$ cat src/rtl/rtlr_pkg.sv
// Package for the RLE tile row lookup: item structs, command kinds,
// status codes and configuration register indexes. No dependencies.
package rtlr_pkg;

  typedef struct packed {
    logic [1:0]  opcode;
    logic [2:0]  layer;
    logic [11:0] address;
    logic [12:0] write_value;
    logic        present;
    logic [15:0] x;
    logic [7:0]  y;
  } in_item_t;

  typedef struct packed {
    logic [15:0] tile;
    logic [2:0]  status;
  } out_item_t;

  localparam logic [1:0] OP_WR_OFFSET = 2'd0;
  localparam logic [1:0] OP_WR_RUN    = 2'd1;
  localparam logic [1:0] OP_SET_LAYER = 2'd2;
  localparam logic [1:0] OP_QUERY     = 2'd3;

  localparam logic [2:0] ST_FOUND     = 3'd0;
  localparam logic [2:0] ST_RANGE     = 3'd1;
  localparam logic [2:0] ST_ABSENT    = 3'd2;
  localparam logic [2:0] ST_BAD_OFFS  = 3'd3;
  localparam logic [2:0] ST_ZERO_RUN  = 3'd4;
  localparam logic [2:0] ST_ROW_END   = 3'd5;

  localparam logic [1:0] CFG_MAP_WIDTH  = 2'd0;
  localparam logic [1:0] CFG_MAP_HEIGHT = 2'd1;
  localparam logic [1:0] CFG_EMPTY_TILE = 2'd2;

  typedef enum logic [2:0] {
    K_WR_OFFSET,
    K_WR_RUN,
    K_SET_LAYER,
    K_QUERY,
    K_RANGE
  } cmd_kind_t;

  typedef struct packed {
    cmd_kind_t   kind;
    logic [2:0]  layer;
    logic [11:0] address;
    logic [12:0] write_value;
    logic        present;
    logic [15:0] x;
    logic [7:0]  y;
  } cmd_t;

  typedef struct packed {
    logic [15:0] map_width;
    logic [5:0]  map_height;
    logic [15:0] empty_tile;
  } cfg_t;

  typedef struct packed {
    logic full;
    logic empty;
  } q_stat_t;

endpackage

$ cat src/rtl/rtlr_front.sv
// Front end: accepts input words, drops ignored writes, flags out-of-range
// queries. Depends on rtlr_pkg.
module rtlr_front #(
  parameter int NUM_LAYERS = 4,
  parameter int MAX_ROWS   = 32,
  parameter int RUN_BYTES  = 4096
) (
  input  logic              clk,
  input  logic              rst_n,
  input  logic              in_valid,
  output logic              in_stall,
  input  rtlr_pkg::in_item_t in_data,
  input  rtlr_pkg::cfg_t    cfg,
  input  rtlr_pkg::q_stat_t q_stat,
  output logic              push,
  output rtlr_pkg::cmd_t    push_cmd
);

  logic           valid_r;
  rtlr_pkg::cmd_t cmd_r;
  rtlr_pkg::cmd_t cmd_nxt;
  logic           keep;
  logic           layer_ok;

  assign in_stall = valid_r && q_stat.full;
  assign push     = valid_r && !q_stat.full;
  assign push_cmd = cmd_r;

  always_comb begin
    layer_ok            = {1'b0, in_data.layer} < 4'(NUM_LAYERS);
    cmd_nxt.layer       = in_data.layer;
    cmd_nxt.address     = in_data.address;
    cmd_nxt.write_value = in_data.write_value;
    cmd_nxt.present     = in_data.present;
    cmd_nxt.x           = in_data.x;
    cmd_nxt.y           = in_data.y;
    keep                = layer_ok;
    unique case (in_data.opcode)
      rtlr_pkg::OP_WR_OFFSET: begin
        cmd_nxt.kind = rtlr_pkg::K_WR_OFFSET;
        keep = layer_ok && (17'(in_data.address) < 17'(MAX_ROWS + 1));
      end
      rtlr_pkg::OP_WR_RUN: begin
        cmd_nxt.kind = rtlr_pkg::K_WR_RUN;
        keep = layer_ok && (17'(in_data.address) < 17'(RUN_BYTES));
      end
      rtlr_pkg::OP_SET_LAYER: cmd_nxt.kind = rtlr_pkg::K_SET_LAYER;
      default: begin
        keep = 1'b1;
        if (!layer_ok || in_data.x >= cfg.map_width ||
            in_data.y >= {2'b00, cfg.map_height} ||
            9'(in_data.y) >= 9'(MAX_ROWS)) begin
          cmd_nxt.kind = rtlr_pkg::K_RANGE;
        end else begin
          cmd_nxt.kind = rtlr_pkg::K_QUERY;
        end
      end
    endcase
  end

  always_ff @(posedge clk) begin
    if (!rst_n) begin
      valid_r <= 1'b0;
    end else if (in_valid && !in_stall) begin
      valid_r <= keep;
    end else if (!q_stat.full) begin
      valid_r <= 1'b0;
    end
    if (in_valid && !in_stall) begin
      cmd_r <= cmd_nxt;
    end
  end

endmodule

$ cat config.mk
export PLATFORM = sky130hd
export DESIGN_NAME = rtlr_front
export DESIGN_NICKNAME = d
export VERILOG_FILES = /design/src/rtl/rtlr_pkg.sv /design/src/rtl/rtlr_front.sv
export SDC_FILE = /design/constraint.sdc
export NUM_CORES = 1
export LEC_CHECK = 0
export ABC_AREA = 1
export BUFFER_PORTS_ARGS = -buffer_cell sky130_fd_sc_hd__buf_4
export CORE_UTILIZATION = 43
export DETAILED_ROUTE_END_ITERATION = 12
export HOLD_SLACK_MARGIN = 0.03
export PLACE_DENSITY_LB_ADDON = 0.12
export SYNTH_ARGS = -nofsm -noshare
export SYNTH_HDL_FRONTEND = slang
export SYNTH_SLANG_ARGS = --single-unit
$ cat constraint.sdc
create_clock -name clk -period 4.74 [get_ports clk]
set_input_delay 0.948 -clock clk [delete_from_list [all_inputs] [get_ports clk]]
set_output_delay 0.948 -clock clk [all_outputs]
set_load 0.005 [all_outputs]
==> impl_metrics.toml <==
[floorplanning]
num_rows = 27
die_area_sq_um = 6140
die_y_microns = 78.4
start_util_pct = 45.0
die_x_microns = 78.4
io_pins = 156
core_area_sq_um = 5570

[sta]
skew_ns = 0.00338
rsz0062_at_grt = "false"
max_clock_freq_ghz = 0.415
final_max_slew_viol_count = 0
setup_violations = 0
final-hold-violation-count = 0
worst_pin_slew_ns = 1.02
fin_tns_setup_ns = 0
post-route-period-util_pct = 50.9
period_needed_ns = 2.41
slew_headroom_pct = 32.1

[layout]
syn_to_final_growth_pct = 54.8
num-nets-final = 473
layout_commonest_cell = "buf_4"
diodes = 0
drive_gt1_share_pct = 44.4
final_cell_mix = "139 x buf_4, 56 x edfxtp_1, 44 x nand2_1, 42 x inv_1, 26 x ha_1"

[drt]
vias = 1897
routed_via_density = 4.45
wl_met2_microns = 2710
ant_nets = 0
wl_met3_microns = 447
top_layer = "met4"
first_pass_iters = 4
routed_wl_microns = 5190
met1_length_microns = 1890
drt_iter0_markers = 59
routedWlPerCell_microns = 12.2
post-route-drc-count = 0

[synth]
synthCells = 199
syn_area_per_cell_sq_um = 12.6
seq_area_frac_synth_pct = 67.9
mappedNetlistArea_sq_um = 2510
ys_ff_latch = 57
synth_nets = 323
synthDistinctLibCells = 15
yosys_warnings = 0

[cts]
cts_buffers = 9
cts-root-buf = "clkbuf_8"
cts_resized = 0
h-tree-depth = 3
clk_latency_ns = 0.32
cts_hold_buf = 0
clock_path_buffers = 2
cts_setup_buffers = 0
cts_tree = "done"
path_clk_slew_ns = 0.06
cts.sinks = 57

[setup_path]
worst_setup_path_start_kind = "primary input"
crit_type = "in -> reg"
critPathMaxFanout = 39
cp.arrival_ns = 2.41
required_ns = 4.74
cp-end-kind = "flop"

[pwr]
power_frac_seq_pct = 46.6
power_switching_w = 0.000256
comb_power_share_pct = 13.1
p_sw_share_pct = 19.9
p_int_w = 0.00103
p_clk_share_pct = 40.3
powerDensity_nw_per_um2 = 331
finalPower_w = 0.00128
ir_worst_vdd_v = 0.000173
p_leak_nw = 1.92

[global_route]
globalRouteTotalUtil_pct = 17.7
grt_first_pass_wirelength_microns = 8050
grt-ovfl-total = 0
grt_max_degree = 40
grt_pass1_vias = 1845
antenna_found_initial = 0

[place]
io_buffers = 138
hpwl_microns = 4100
routabilityCongestion = 0.694

[flow_run]
cap_violations = 0

[min_path]
hold_class = "reg -> reg"

[run_status]
status = "complete, no violations"
-- area by class of cell --
| cell class | count | area (sq um) |
|---|---|---|
| Sequential cell | 57 | 1700 |
| Fill cell | 458 | 1690 |
| Timing Repair Buffer | 139 | 1040 |
| Multi-Input combinational cell | 100 | 656 |
| Clock buffer | 14 | 173 |
| Inverter | 42 | 158 |
| Tap cell | 72 | 90.1 |
| Clock inverter | 2 | 60.1 |
-- metal layers --
metal / global-route usage [%] / vias up
met2: 31.1 / 91
met4: 10.4 / 0
met1: 18.2 / 835
met3: 5.93 / 13
li1: - / 958
met5: 0 / -
-- power by group through the flow --
stage	Sequential (W)	Combinational [W]	Clock, W
final	0.000598	0.000168	0.000518
after floorplan	0.000615	0.0000519	0
after detailed placement	0.000609	0.000170	0
after global placement	0.000608	0.000166	0
after CTS	0.000599	0.000171	0.000532
after global routing	0.000600	0.000190	0.000550
-- synth_stat cells --
cell       n  area (sq um)
nor2_2     1          6.26
nand4_1    2          12.5
nand2_1   44           165
nand3_1    3          15.0
o21a_1     1          7.51
edfxtp_1  56          1680
inv_1     42           158
nor2_1    14          52.6
a21oi_1    4          20.0
nand3b_1   2          15.0
a21boi_1   1          7.51
ha_1      26           325
dfxtp_1    1          20.0
a21oi_2    1          8.76
nor3b_2    1          12.5
-- cell families (layout without fill, tap and decap cells) --
family | count (synthesis) | count (layout) | synth area share [%]
and+or+nand+nor | 67 | 67 | 11.1
DFF | 57 | 57 | 67.9
buffers and inverters | 42 | 197 | 6.29
adders and majority gates | 26 | 26 | 13.0
AOI/OAI and AO/OA | 7 | 7 | 1.75
-- per-stage QoR --
stage / setup slack, ns / instances / hold WS, ns / util [%] / area (sq um)
final: 2.33 / 426 / 0.490 / 69.6 / 3880
after global routing: 2.16 / 426 / 0.545 / 69.6 / 3880
after CTS: 2.30 / 426 / 0.494 / 69.6 / 3880
after detailed placement: 1.96 / 410 / 0.486 / 65.5 / 3650
after global placement: 1.98 / 410 / 0.472 / 65.5 / 3650
after floorplan: 0.837 / 199 / 0.457 / - / 2510
-- sequential cells by signal (all words and copies together), names as in the netlist --
register / cells
push_cmd: 56
valid_r: 1
-- critical path: stages --
cell	delay [ns]
buf_4	0.11
nand2_1	0.07
inv_1	0.08
nor2_4	0.77
buf_4	0.41
-- path summary, 6_finish.rpt --
| check | depth (start not counted) | slack [ns] | to | start |
|---|---|---|---|---|
| max reg2reg | 4 | 2.77 | push_cmd[19] | valid_r |
| min reg2reg | 2 | 0.49 | valid_r | valid_r |
| min | 2 | 0.49 | valid_r | valid_r |
| max | 5 | 2.33 | push_cmd[19] | q_stat[1] |
(Power assumes the default switching activity.)
