--- src/rtl/rtlr_pkg.sv ---
// Package for the RLE tile row lookup: item structs, command kinds,
// status codes and configuration register indexes. No dependencies.
package rtlr_pkg;

  typedef struct packed {
    logic [1:0]  opcode;
    logic [2:0]  layer;
    logic [11:0] address;
    logic [12:0] write_value;
    logic        present;
    logic [15:0] x;
    logic [7:0]  y;
  } in_item_t;

  typedef struct packed {
    logic [15:0] tile;
    logic [2:0]  status;
  } out_item_t;

  localparam logic [1:0] OP_WR_OFFSET = 2'd0;
  localparam logic [1:0] OP_WR_RUN    = 2'd1;
  localparam logic [1:0] OP_SET_LAYER = 2'd2;
  localparam logic [1:0] OP_QUERY     = 2'd3;

  localparam logic [2:0] ST_FOUND     = 3'd0;
  localparam logic [2:0] ST_RANGE     = 3'd1;
  localparam logic [2:0] ST_ABSENT    = 3'd2;
  localparam logic [2:0] ST_BAD_OFFS  = 3'd3;
  localparam logic [2:0] ST_ZERO_RUN  = 3'd4;
  localparam logic [2:0] ST_ROW_END   = 3'd5;

  localparam logic [1:0] CFG_MAP_WIDTH  = 2'd0;
  localparam logic [1:0] CFG_MAP_HEIGHT = 2'd1;
  localparam logic [1:0] CFG_EMPTY_TILE = 2'd2;

  typedef enum logic [2:0] {
    K_WR_OFFSET,
    K_WR_RUN,
    K_SET_LAYER,
    K_QUERY,
    K_RANGE
  } cmd_kind_t;

  typedef struct packed {
    cmd_kind_t   kind;
    logic [2:0]  layer;
    logic [11:0] address;
    logic [12:0] write_value;
    logic        present;
    logic [15:0] x;
    logic [7:0]  y;
  } cmd_t;

  typedef struct packed {
    logic [15:0] map_width;
    logic [5:0]  map_height;
    logic [15:0] empty_tile;
  } cfg_t;

  typedef struct packed {
    logic full;
    logic empty;
  } q_stat_t;

endpackage

--- src/rtl/rtlr_fifo.sv ---
// Two-entry command queue between front and back end.
// Depends on rtlr_pkg.
module rtlr_fifo (
  input  logic              clk,
  input  logic              rst_n,
  input  logic              push,
  input  rtlr_pkg::cmd_t    push_cmd,
  input  logic              pop,
  output rtlr_pkg::cmd_t    head,
  output rtlr_pkg::q_stat_t q_stat
);

  rtlr_pkg::cmd_t slot_r [2];
  logic           wr_ptr_r;
  logic           rd_ptr_r;
  logic [1:0]     cnt_r;

  assign head         = slot_r[rd_ptr_r];
  assign q_stat.full  = cnt_r == 2'd2;
  assign q_stat.empty = cnt_r == 2'd0;

  always_ff @(posedge clk) begin
    if (!rst_n) begin
      wr_ptr_r <= 1'b0;
      rd_ptr_r <= 1'b0;
      cnt_r    <= 2'd0;
    end else begin
      if (push) wr_ptr_r <= !wr_ptr_r;
      if (pop)  rd_ptr_r <= !rd_ptr_r;
      if (push && !pop)      cnt_r <= cnt_r + 2'd1;
      else if (pop && !push) cnt_r <= cnt_r - 2'd1;
    end
    if (push) slot_r[wr_ptr_r] <= push_cmd;
  end

endmodule

--- config.mk ---
export PLATFORM = sky130hd
export DESIGN_NAME = rtlr_fifo
export DESIGN_NICKNAME = d
export VERILOG_FILES = /design/src/rtl/rtlr_pkg.sv /design/src/rtl/rtlr_fifo.sv
export SDC_FILE = /design/constraint.sdc
export NUM_CORES = 1
export LEC_CHECK = 0
export ABC_AREA = 1
export BUFFER_PORTS_ARGS = -buffer_cell sky130_fd_sc_hd__buf_2
export CORE_UTILIZATION = 52
export CTS_CLUSTER_SIZE = 16
export DETAILED_ROUTE_END_ITERATION = 12
export MAX_ROUTING_LAYER = met4
export PLACE_DENSITY = 0.76
export SLEW_MARGIN = 20
export SYNTH_ARGS = -nofsm -noshare
export SYNTH_HDL_FRONTEND = slang
export SYNTH_SLANG_ARGS = --single-unit
--- constraint.sdc ---
create_clock -name clk -period 3.65 [get_ports clk]
set_clock_uncertainty 0.15 [all_clocks]
set_input_delay 0.1825 -clock clk [delete_from_list [all_inputs] [get_ports clk]]
set_output_delay 0.1825 -clock clk [all_outputs]
set_load 0.02 [all_outputs]
==> out/qor.yml, run 1 <==
post_layout_nonfiller_instances: 521
placed_cell_area_sq_mm: 0.00513
worstSetupPathType: "reg -> out"
synth_top_family_by_area: "multiplexers"
period_share_pct: 66.7
period_needed_ps: 2440
hold_viol_final: 0
seq_area_sq_mm: 0.00347
reg2reg_setup_slack_ps: 1660
die-area_sq_mm: 0.00890
tns_ps: 0
grt_max_degree: 57
r2r-start: "wr_ptr_r$_SDFFE_PN0P_"
reg2reg_depth: 5
muxShareOfSynthArea_pct: 17.6
multi_input_area_sq_um: 886
ys_top_cells_by_area: "edfxtp_1 76%, mux2_4 14%, mux2_2 4.1%, dfxtp_1 2.3%, buf_6 1.3%"
post_drt_wl_per_cell_um: 16.2
cp_data_arrival_time_ps: 2100
io_pins: 118
final_util_pct: 77.0
synth_fa_ha_area_share_pct: 0.282
cp-start-kind: "flip-flop"
via_per_inst: 4.90
tightestPinTransition_ps: 963
drc: 0
grt.overflow.total: 0
outcome: "finished, final reports clean"
r2r_end: "wr_ptr_r$_SDFFE_PN0P_"
track_usage_pct: 21.1
drtIter0Drc: 189
core_area_sq_mm: 0.00822
antennaDiodeCount: 0
fmax_mhz: 411
ys_seq_area_share_pct: 78.1
vias: 2551
cts_inserted_buffers: 17
grt_pass1_vias: 2591
rsz0062_at_grt: "no"
yosysTopAreaCellShare_pct: 75.9
nNetsFinal: 464
ir_drop_mv: 0.442
drt_pass1_iterations: 4
cts.sinks: 117
synth-xor-area-share_pct: 0
antenna_found_initial: 0
slew_violations: 0
mostFrequentLayoutCell: "buf_2"
cts_tree: "done"
die_x_um: 94.3
synth_seq_cells: 117
wl_mm: 8.46
layout-drive-gt1-share_pct: 49.5
routabilityCongestion: 0.702
cts.path.max_buffers: 2
port_buffers: 117
start_util_pct: 54.0
dp_cells: 427
hold_path_class: "in -> reg"
syn-mean-instance-area_sq_um: 21.2
hpwl_mm: 4.66
post-cts-setup-buffers: 0
synth-compound-area-share_pct: 0.226
die_h_um: 94.3
cts_max_level: 4
synth_area_sq_mm: 0.00443
area.growth.synth_to_final_pct: 42.7
ctsHoldBuffers: 62
yosys.area_share.simple_pct: 1.69
cts_root_buf: "clkbuf_8"
clkLatencyLatePin_ps: 510
yosysTopAreaCell: "edfxtp_1"
leakagePower_nw: 2.55
crit_fanout: 56
grt_pass1_wl_mm: 12.7
end_kind: "output pin"
antenna_left: 0
endpoint: "head[47]"
p_per_area_mw_per_mm2: 565
cts.clk_slew.worst_paths_ps: 50
synth_cell_types: 14
rows: 33
holdPathStages: 2
ctsResizeCount: 0
required_ps: 3320
fillers: 477
setup_violations: 0
mostFrequentLayoutCells: "117 x buf_2, 112 x edfxtp_1, 62 x dlygate4sd3_1"
slew_headroom_pct: 35.8
syn_inst: 209
synthesis.nets: 270
hold_ws_ps: 246
yosysWarnings: 0
maxCapViolations: 0
final_area_sq_mm: 0.00633
-- critical path, stage by stage (launching register included) --
cell and delay, ps:
dfxtp_4 960, mux2_2 430, buf_2 160
-- routing by layer --
layer	share of wire (%)	routed length, um	GRT usage [%]
met5	0	0	-
met4	2.4	206	10.5
met3	7.0	591	7.41
met2	49	4130	33.2
met1	42	3530	24.0
-- logic make-up after synthesis --
group                      count (synthesis)
and+or+nand+nor                           19
DFF                                      117
AOI/OAI and AO/OA                          2
muxes                                     56
buffers and inverters                     14
adders and majority gates                  1
-- worst min-delay path by stage --
| stage | startpoint | end | slack (ps) |
|---|---|---|---|
| finish | push_cmd[4] | slot_r[1][4]$_DFFE_PP_ | 250 |
| global route | push_cmd[29] | slot_r[0][29]$_DFFE_PP_ | 220 |
| CTS | push_cmd[28] | slot_r[1][28]$_DFFE_PP_ | 220 |
| detailed placement | push_cmd[5] | slot_r[0][5]$_DFFE_PP_ | 220 |
| global placement | push_cmd[36] | slot_r[0][36]$_DFFE_PP_ | 220 |
| floorplan | push_cmd[0] | slot_r[0][0]$_DFFE_PP_ | 130 |
-- synth_stat cells (all sizes together) --
| library cell | count |
|---|---|
| buf | 6 |
| nand3 | 1 |
| o21ai | 1 |
| inv | 8 |
| a21oi | 1 |
| nand2 | 8 |
| edfxtp | 112 |
| nor2 | 9 |
| nand4 | 1 |
| dfxtp | 5 |
| ha | 1 |
| mux2 | 56 |
-- layout make-up --
class                      instances  area share [%]
sequential                       117            54.8
timing repair buffer             181            19.5
multi-input combinational         78            14.0
clock buffer                      18            6.60
clock inverter                    14            2.55
tap                              105            2.08
inverter                           8           0.475
-- power by group --
group          total (mW)  switching [mW]  internal, mW
combinational       0.381           0.185         0.196
clock                1.60           0.567          1.03
sequential           1.60          0.0437          1.55
-- state kept, by name, indices dropped and copies added (netlist names), named ones only --
register  cells
slot_r      112
cnt_r         2
rd_ptr_r      1
wr_ptr_r      1
-- through the flow --
step / setup WS [ps] / power, mW
floorplan: 364 / 1.83
global placement: 1720 / 1.94
detailed placement: 1700 / 1.95
CTS: 1190 / 3.60
global route: 1110 / 3.69
finish: 1210 / 3.57
Note: power is estimated with default switching activity, not from simulation.
==> run 2: changes to the inputs <==
--- a/config.mk
+++ b/config.mk
@@ -7,11 +7,11 @@
 export LEC_CHECK = 0
 export ABC_AREA = 1
 export BUFFER_PORTS_ARGS = -buffer_cell sky130_fd_sc_hd__buf_2
-export CORE_UTILIZATION = 52
+export CORE_UTILIZATION = 47
 export CTS_CLUSTER_SIZE = 16
 export DETAILED_ROUTE_END_ITERATION = 12
 export MAX_ROUTING_LAYER = met4
-export PLACE_DENSITY = 0.76
+export PLACE_DENSITY = 0.72
 export SLEW_MARGIN = 20
 export SYNTH_ARGS = -nofsm -noshare
 export SYNTH_HDL_FRONTEND = slang
==> constraint.sdc (replaced) <==
create_clock -name clk -period 2 [get_ports clk]
set_clock_uncertainty 0.15 [all_clocks]
set_input_delay 0.1 -clock clk [delete_from_list [all_inputs] [get_ports clk]]
set_output_delay 0.1 -clock clk [all_outputs]
set_load 0.02 [all_outputs]
==> run 2 against run 1 <==
Against the previous run: worst setup slack lost 1100 ps; die area grew 10%; count of clock-buffer cells in the layout shrank 1; combinational power grew 95%; register-to-register slack lost 1600 ps; largest cell class unchanged.
==> out/qor.yml, run 2 (synthesized netlist as in run 1, its figures left out) <==
outcome: "finished, final reports clean"
seqPwrFrac_pct: 43.7  # -1.0 points
grt.overflow.total: 0  # unchanged
cp-start-kind: "flip-flop"
p_int_mw: 5.11  # +84%
grt_max_degree: 40  # -30%
die_x_um: 99.1  # +5.1%
hold_ws_ps: 184  # -61.7 ps
regMostFlops: "slot_r"
hpwl_mm: 4.70  # +0.84%
rsz0062_at_grt: "no"
wl_mm: 7.85  # -7.3%
area.growth.synth_to_final_pct: 45.0
holdPathStages: 2  # unchanged
cts.path.max_buffers: 2  # unchanged
nNetsFinal: 469  # +1.1%
routabilityCongestion: 0.718  # +2.2%
die-area_sq_mm: 0.00982  # +10%
fmax_mhz: 524
cts_inserted_buffers: 17  # unchanged
clkLatencyLatePin_ps: 490  # -20 ps
period_share_pct: 95.5
p_per_area_mw_per_mm2: 1020  # +81%
vias: 2500  # -2.0%
antenna_found_initial: 0  # unchanged
die_h_um: 99.1  # +5.1%
core_area_sq_mm: 0.00920  # +12%
pre_cts_ws_ps: 470  # -1230 ps
maxCapViolations: 0  # unchanged
timing.final.ws_setup_ps: 90.2  # -1120 ps
antennaDiodeCount: 0  # unchanged
via_per_inst: 4.70  # -4.0%
track_usage_pct: 17.7  # -3.3 points
p_sw_mw: 1.46  # +84%
switching_share_pct: 22.3  # +0.032 points
worstSetupPathType: "reg -> reg"
grt_pass1_vias: 2675  # +3.2%
io_pins: 118  # unchanged
end_kind: "flip-flop"
grt_pass1_wl_mm: 12.5  # -1.7%
mostFrequentLayoutCell: "buf_2"
p_comb_share_pct: 11.3  # +0.7 points
period_needed_ps: 1910
layout-drive-gt1-share_pct: 51.5  # +2.0 points
mostFrequentLayoutCells: "117 x buf_2, 112 x edfxtp_1, 61 x dlygate4sd3_1"
antenna_left: 0  # unchanged
cts.clk_slew.worst_paths_ps: 60  # about the same
reg2reg_depth: 5  # unchanged
cts_root_buf: "clkbuf_8"
port_buffers: 117  # unchanged
drtIter0Drc: 81  # -57%
cp_data_arrival_time_ps: 2130  # +30 ps
drc: 0  # unchanged
top_regs: "slot_r x112, cnt_r x2"
start_util_pct: 48.2  # -5.7 points
slew_headroom_pct: 82.2  # +46 points
rows: 35  # +6.1%
post_drt_wl_per_cell_um: 14.7  # -9.2%
cts.sinks: 117  # unchanged
setup_violations: 0  # unchanged
tns_ps: 0  # unchanged
hold_viol_final: 0  # unchanged
leakagePower_nw: 2.59  # +1.6%
drt_pass1_iterations: 4  # unchanged
required_ps: 2220  # -1100 ps
slew_violations: 0  # unchanged
tightestPinTransition_ps: 267  # -696 ps
hold_path_class: "in -> reg"
cts_tree: "done"
cts_max_level: 4  # unchanged
ir_drop_mv: 0.620  # +40%
total_power_mw: 6.57  # +84%
largest_reg_flops: 112  # unchanged
clock_power_share_pct: 45.0  # +0.3 points
crit_fanout: 3  # -95%
run 2: cell types whose count changed in the layout (fill, tap and decap cells not counted), sizes merged:
cell,previous run,this run
clkbuf,18,17
dlygate4sd3,62,61
buf,119,125
clkinv,6,5
clkinvlp,5,6
inv,8,9
run 2: area by class of cell:
class	count	area (sq um)
repair buffers	186	1310
inverters	8	33.8
clock buffers	17	414
flip-flops and latches	117	3470
multi-input cells	78	888
well taps	111	139
fillers	605	2770
clock inverters	15	180
run 2: final timing paths:
path | startpoint | slack (ps) | to
worst min register to register | rd_ptr_r$_SDFFE_PN0P_ | 360 | rd_ptr_r$_SDFFE_PN0P_
worst max-delay path | wr_ptr_r$_SDFFE_PN0P_ | 90 | wr_ptr_r$_SDFFE_PN0P_
worst max register to register | wr_ptr_r$_SDFFE_PN0P_ | 90 | wr_ptr_r$_SDFFE_PN0P_
worst min-delay path | push_cmd[24] | 180 | slot_r[0][24]$_DFFE_PP_
run 2: power groups by stage:
stage / logic (mW) / clock network (mW) / registers, mW
final: 0.744 / 2.96 / 2.87
after global routing: 0.797 / 3.14 / 2.88
after CTS: 0.749 / 3.01 / 2.87
after detailed placement: 0.642 / 0 / 2.93
after global placement: 0.631 / 0 / 2.92
after floorplan: 0.430 / 0 / 2.91
run 2: repair_timing:
item / 4_1_cts / 5_1_grt
hold endpoints to repair: 117 / 0
resized for setup: 0 / 2
buffers inserted: 2 / 0
hold buffers: 61 / 0
cloned: 0 / 0
setup endpoints to repair: 37 / 1
run 2: worst max-delay path: stages (launching register included):
cell           delay [ps]
dfxtp_2               360
nand2_2                80
nand2_1                70
dlygate4sd3_1         550
nor2_1                 40
dlygate4sd3_1         540
run 2: per-layer routing:
metal	global-route usage [%]	routed length (um)
met1	19.7	3390
met2	30.4	4110
met3	5.62	318
met4	6.00	28
met5	-	0
run 2: per-stage QoR:
stage | std cells | area (sq um) | utilization [%]
3_3_place_gp | 437 | 5210 | 56.6
5_1_grt | 532 | 6430 | 69.9
2_1_floorplan | 209 | 4440 | -
6_report | 532 | 6430 | 69.9
4_1_cts | 532 | 6430 | 69.9
3_5_place_dp | 437 | 5210 | 56.6
==> run 3: changes to the inputs <==
--- a/config.mk
+++ b/config.mk
@@ -7,6 +7,7 @@
 export LEC_CHECK = 0
 export ABC_AREA = 1
 export BUFFER_PORTS_ARGS = -buffer_cell sky130_fd_sc_hd__buf_2
+export CORE_MARGIN = 2
 export CORE_UTILIZATION = 47
 export CTS_CLUSTER_SIZE = 16
 export DETAILED_ROUTE_END_ITERATION = 12
==> run 3 against run 2 <==
Against the previous run: register-to-register slack better by 40 ps; clock power up 6.8%; combinational power up 0.8%; utilization up 0.38 points; sequential power about the same; power up 3.3%; largest cell class unchanged; maximum frequency up 0.30%; first-iteration DRC count up 26%; critical path depth down 2; worst hold slack worse by 3.6 ps; critical endpoint is now head[6]; worst setup slack better by 5.8 ps.
==> out/qor.yml, run 3 (synthesized netlist as in run 1, its figures left out) <==
outcome: "finished, final reports clean"
total_power_mw: 6.79  # +3.3%
area.growth.synth_to_final_pct: 45.8
mostFrequentLayoutCell: "buf_2"
fmax_mhz: 525  # +0.30%
port_buffers: 117  # unchanged
final_area_sq_mm: 0.00646  # +0.54%
antenna_left: 0  # unchanged
cp_data_arrival_time_ps: 1650  # -480 ps
timing.final.ws_setup_ps: 96.0  # +5.76 ps
hold_end: "slot_r[1][6]$_DFFE_PP_"
leakagePower_nw: 2.62  # +1.2%
pre_cts_ws_ps: 423  # -47.0 ps
clock_power_share_pct: 46.6  # +1.6 points
slew_headroom_pct: 71.9  # -10 points
drc: 0  # unchanged
p_sw_mw: 1.43  # -2.0%
maxCapViolations: 0  # unchanged
grt.busiest_layer: "met2"
use_met1_pct: 18.8  # -0.88 points
regMostFlops: "slot_r"
p_per_area_mw_per_mm2: 1050  # +2.7%
end_kind: "output pin"
grt.overflow.total: 0  # unchanged
period_needed_ps: 1900  # -5.76 ps
vias: 2557  # +2.3%
switching_share_pct: 21.1  # -1.1 points
worstHoldStart: "push_cmd[6]"
cts.sinks: 117  # unchanged
clkLatencyLatePin_ps: 490  # about the same
cts_root_buf: "clkbuf_8"
rsz0062_at_grt: "no"
core_area_sq_mm: 0.00920  # unchanged
tns_ps: 0  # unchanged
cp-start-kind: "flip-flop"
track_usage_pct: 17.4  # -0.34 points
die-area_sq_mm: 0.0102  # +4.1%
via_per_inst: 4.79  # +1.9%
antennaDiodeCount: 0  # unchanged
ir_drop_mv: 0.674  # +8.8%
routabilityCongestion: 0.688  # -4.2%
die_x_um: 101  # +2.0%
cts.clk_slew.worst_paths_ps: 60  # about the same
cts.path.max_buffers: 2  # unchanged
slew_violations: 0  # unchanged
holdPathStages: 2  # unchanged
tightestPinTransition_ps: 422  # +155 ps
reg2reg_setup_slack_ps: 130  # +40 ps
crit_fanout: 11  # +8
largest_reg_flops: 112  # unchanged
rows: 35  # unchanged
hpwl_mm: 4.91  # +4.5%
cts_max_level: 4  # unchanged
p_int_mw: 5.35  # +4.8%
hold_path_class: "in -> reg"
required_ps: 1750  # -470 ps
cts_inserted_buffers: 17  # unchanged
post_layout_nonfiller_instances: 534  # +0.38%
hold_viol_final: 0  # unchanged
post_drt_wl_per_cell_um: 15.6  # +5.5%
antenna_found_initial: 0  # unchanged
use_met2_pct: 29.1  # -1.3 points
r2r_end: "wr_ptr_r$_SDFFE_PN0P_"
mostFrequentLayoutCells: "117 x buf_2, 112 x edfxtp_1, 61 x dlygate4sd3_1"
seqPwrFrac_pct: 42.4  # -1.3 points
nNetsFinal: 471  # +0.43%
die_h_um: 101  # +2.0%
met3_usage_pct: 6.73  # +1.1 points
setup_violations: 0  # unchanged
wl_mm: 8.31  # +5.9%
grt_pass1_vias: 2774  # +3.7%
drtIter0Drc: 102  # +26%
dp_cells: 438  # +0.23%
period_share_pct: 95.2  # -0.29 points
start_util_pct: 48.2  # unchanged
p_comb_share_pct: 11.0  # -0.3 points
final_util_pct: 70.3  # +0.38 points
io_pins: 118  # unchanged
layout-drive-gt1-share_pct: 51.3  # -0.24 points
reg2reg_depth: 5  # unchanged
grt_max_degree: 32  # -20%
grt_pass1_wl_mm: 12.6  # +1.2%
cts_tree: "done"
placed_cell_area_sq_mm: 0.00520  # about the same
hold_ws_ps: 180  # -3.57 ps
top_regs: "slot_r x112, cnt_r x2"
worstSetupPathType: "reg -> out"
r2r-start: "wr_ptr_r$_SDFFE_PN0P_"
drt_pass1_iterations: 4  # unchanged
==> run 3: cell types whose count changed in the layout (fill, tap and decap cells not counted), sizes merged <==
cell,before,now
clkinvlp,6,3
buf,125,127
bufinv,3,5
clkbuf,17,19
inv,9,8
==> run 3: timing repair <==
item | in CTS | in global routing
buffers inserted | 3 | 0
endpoints found under the hold margin | 117 | 0
endpoints found under the setup margin | 34 | 1
gates resized for setup | 0 | 2
hold buffers | 61 | 0
==> run 3: worst max-delay path by stage <==
stage | to | slack, ps | cells after the start
finish | head[6] | 100 | 3
global route | head[6] | 20 | 3
CTS | wr_ptr_r$_SDFFE_PN0P_ | 30 | 5
detailed placement | head[1] | 420 | 3
global placement | head[50] | 450 | 3
floorplan | slot_r[1][0]$_DFFE_PP_ | 210 | 2
==> run 3: metal layers <==
layer | vias up | share of wire (%)
met3 | 12 | 5.7
met4 | 0 | 1.3
met1 | 1240 | 41
met2 | 97 | 52
li1 | 1208 | -
met5 | - | 0
==> run 3: power by group through the flow <==
| stage | Clock (mW) | Combinational [mW] | Sequential, mW |
|---|---|---|---|
| floorplan | 0 | 0.430 | 2.91 |
| global placement | 0 | 0.627 | 2.92 |
| detailed placement | 0 | 0.643 | 2.93 |
| CTS | 3.22 | 0.755 | 2.88 |
| global route | 3.33 | 0.802 | 2.89 |
| finish | 3.16 | 0.750 | 2.88 |
==> run 3: cell type report <==
| cell class | count | area (sq um) |
|---|---|---|
| flip-flops and latches | 117 | 3470 |
| fillers | 616 | 2730 |
| repair buffers | 188 | 1310 |
| multi-input cells | 78 | 888 |
| clock buffers | 19 | 422 |
| clock inverters | 13 | 205 |
| well taps | 111 | 139 |
| inverters | 8 | 33.8 |
==> run 3: critical path, cell delays in order (launching register included) <==
cell and delay (ps):
dfxtp_4 410, buf_4 230, mux2_2 360, buf_2 160
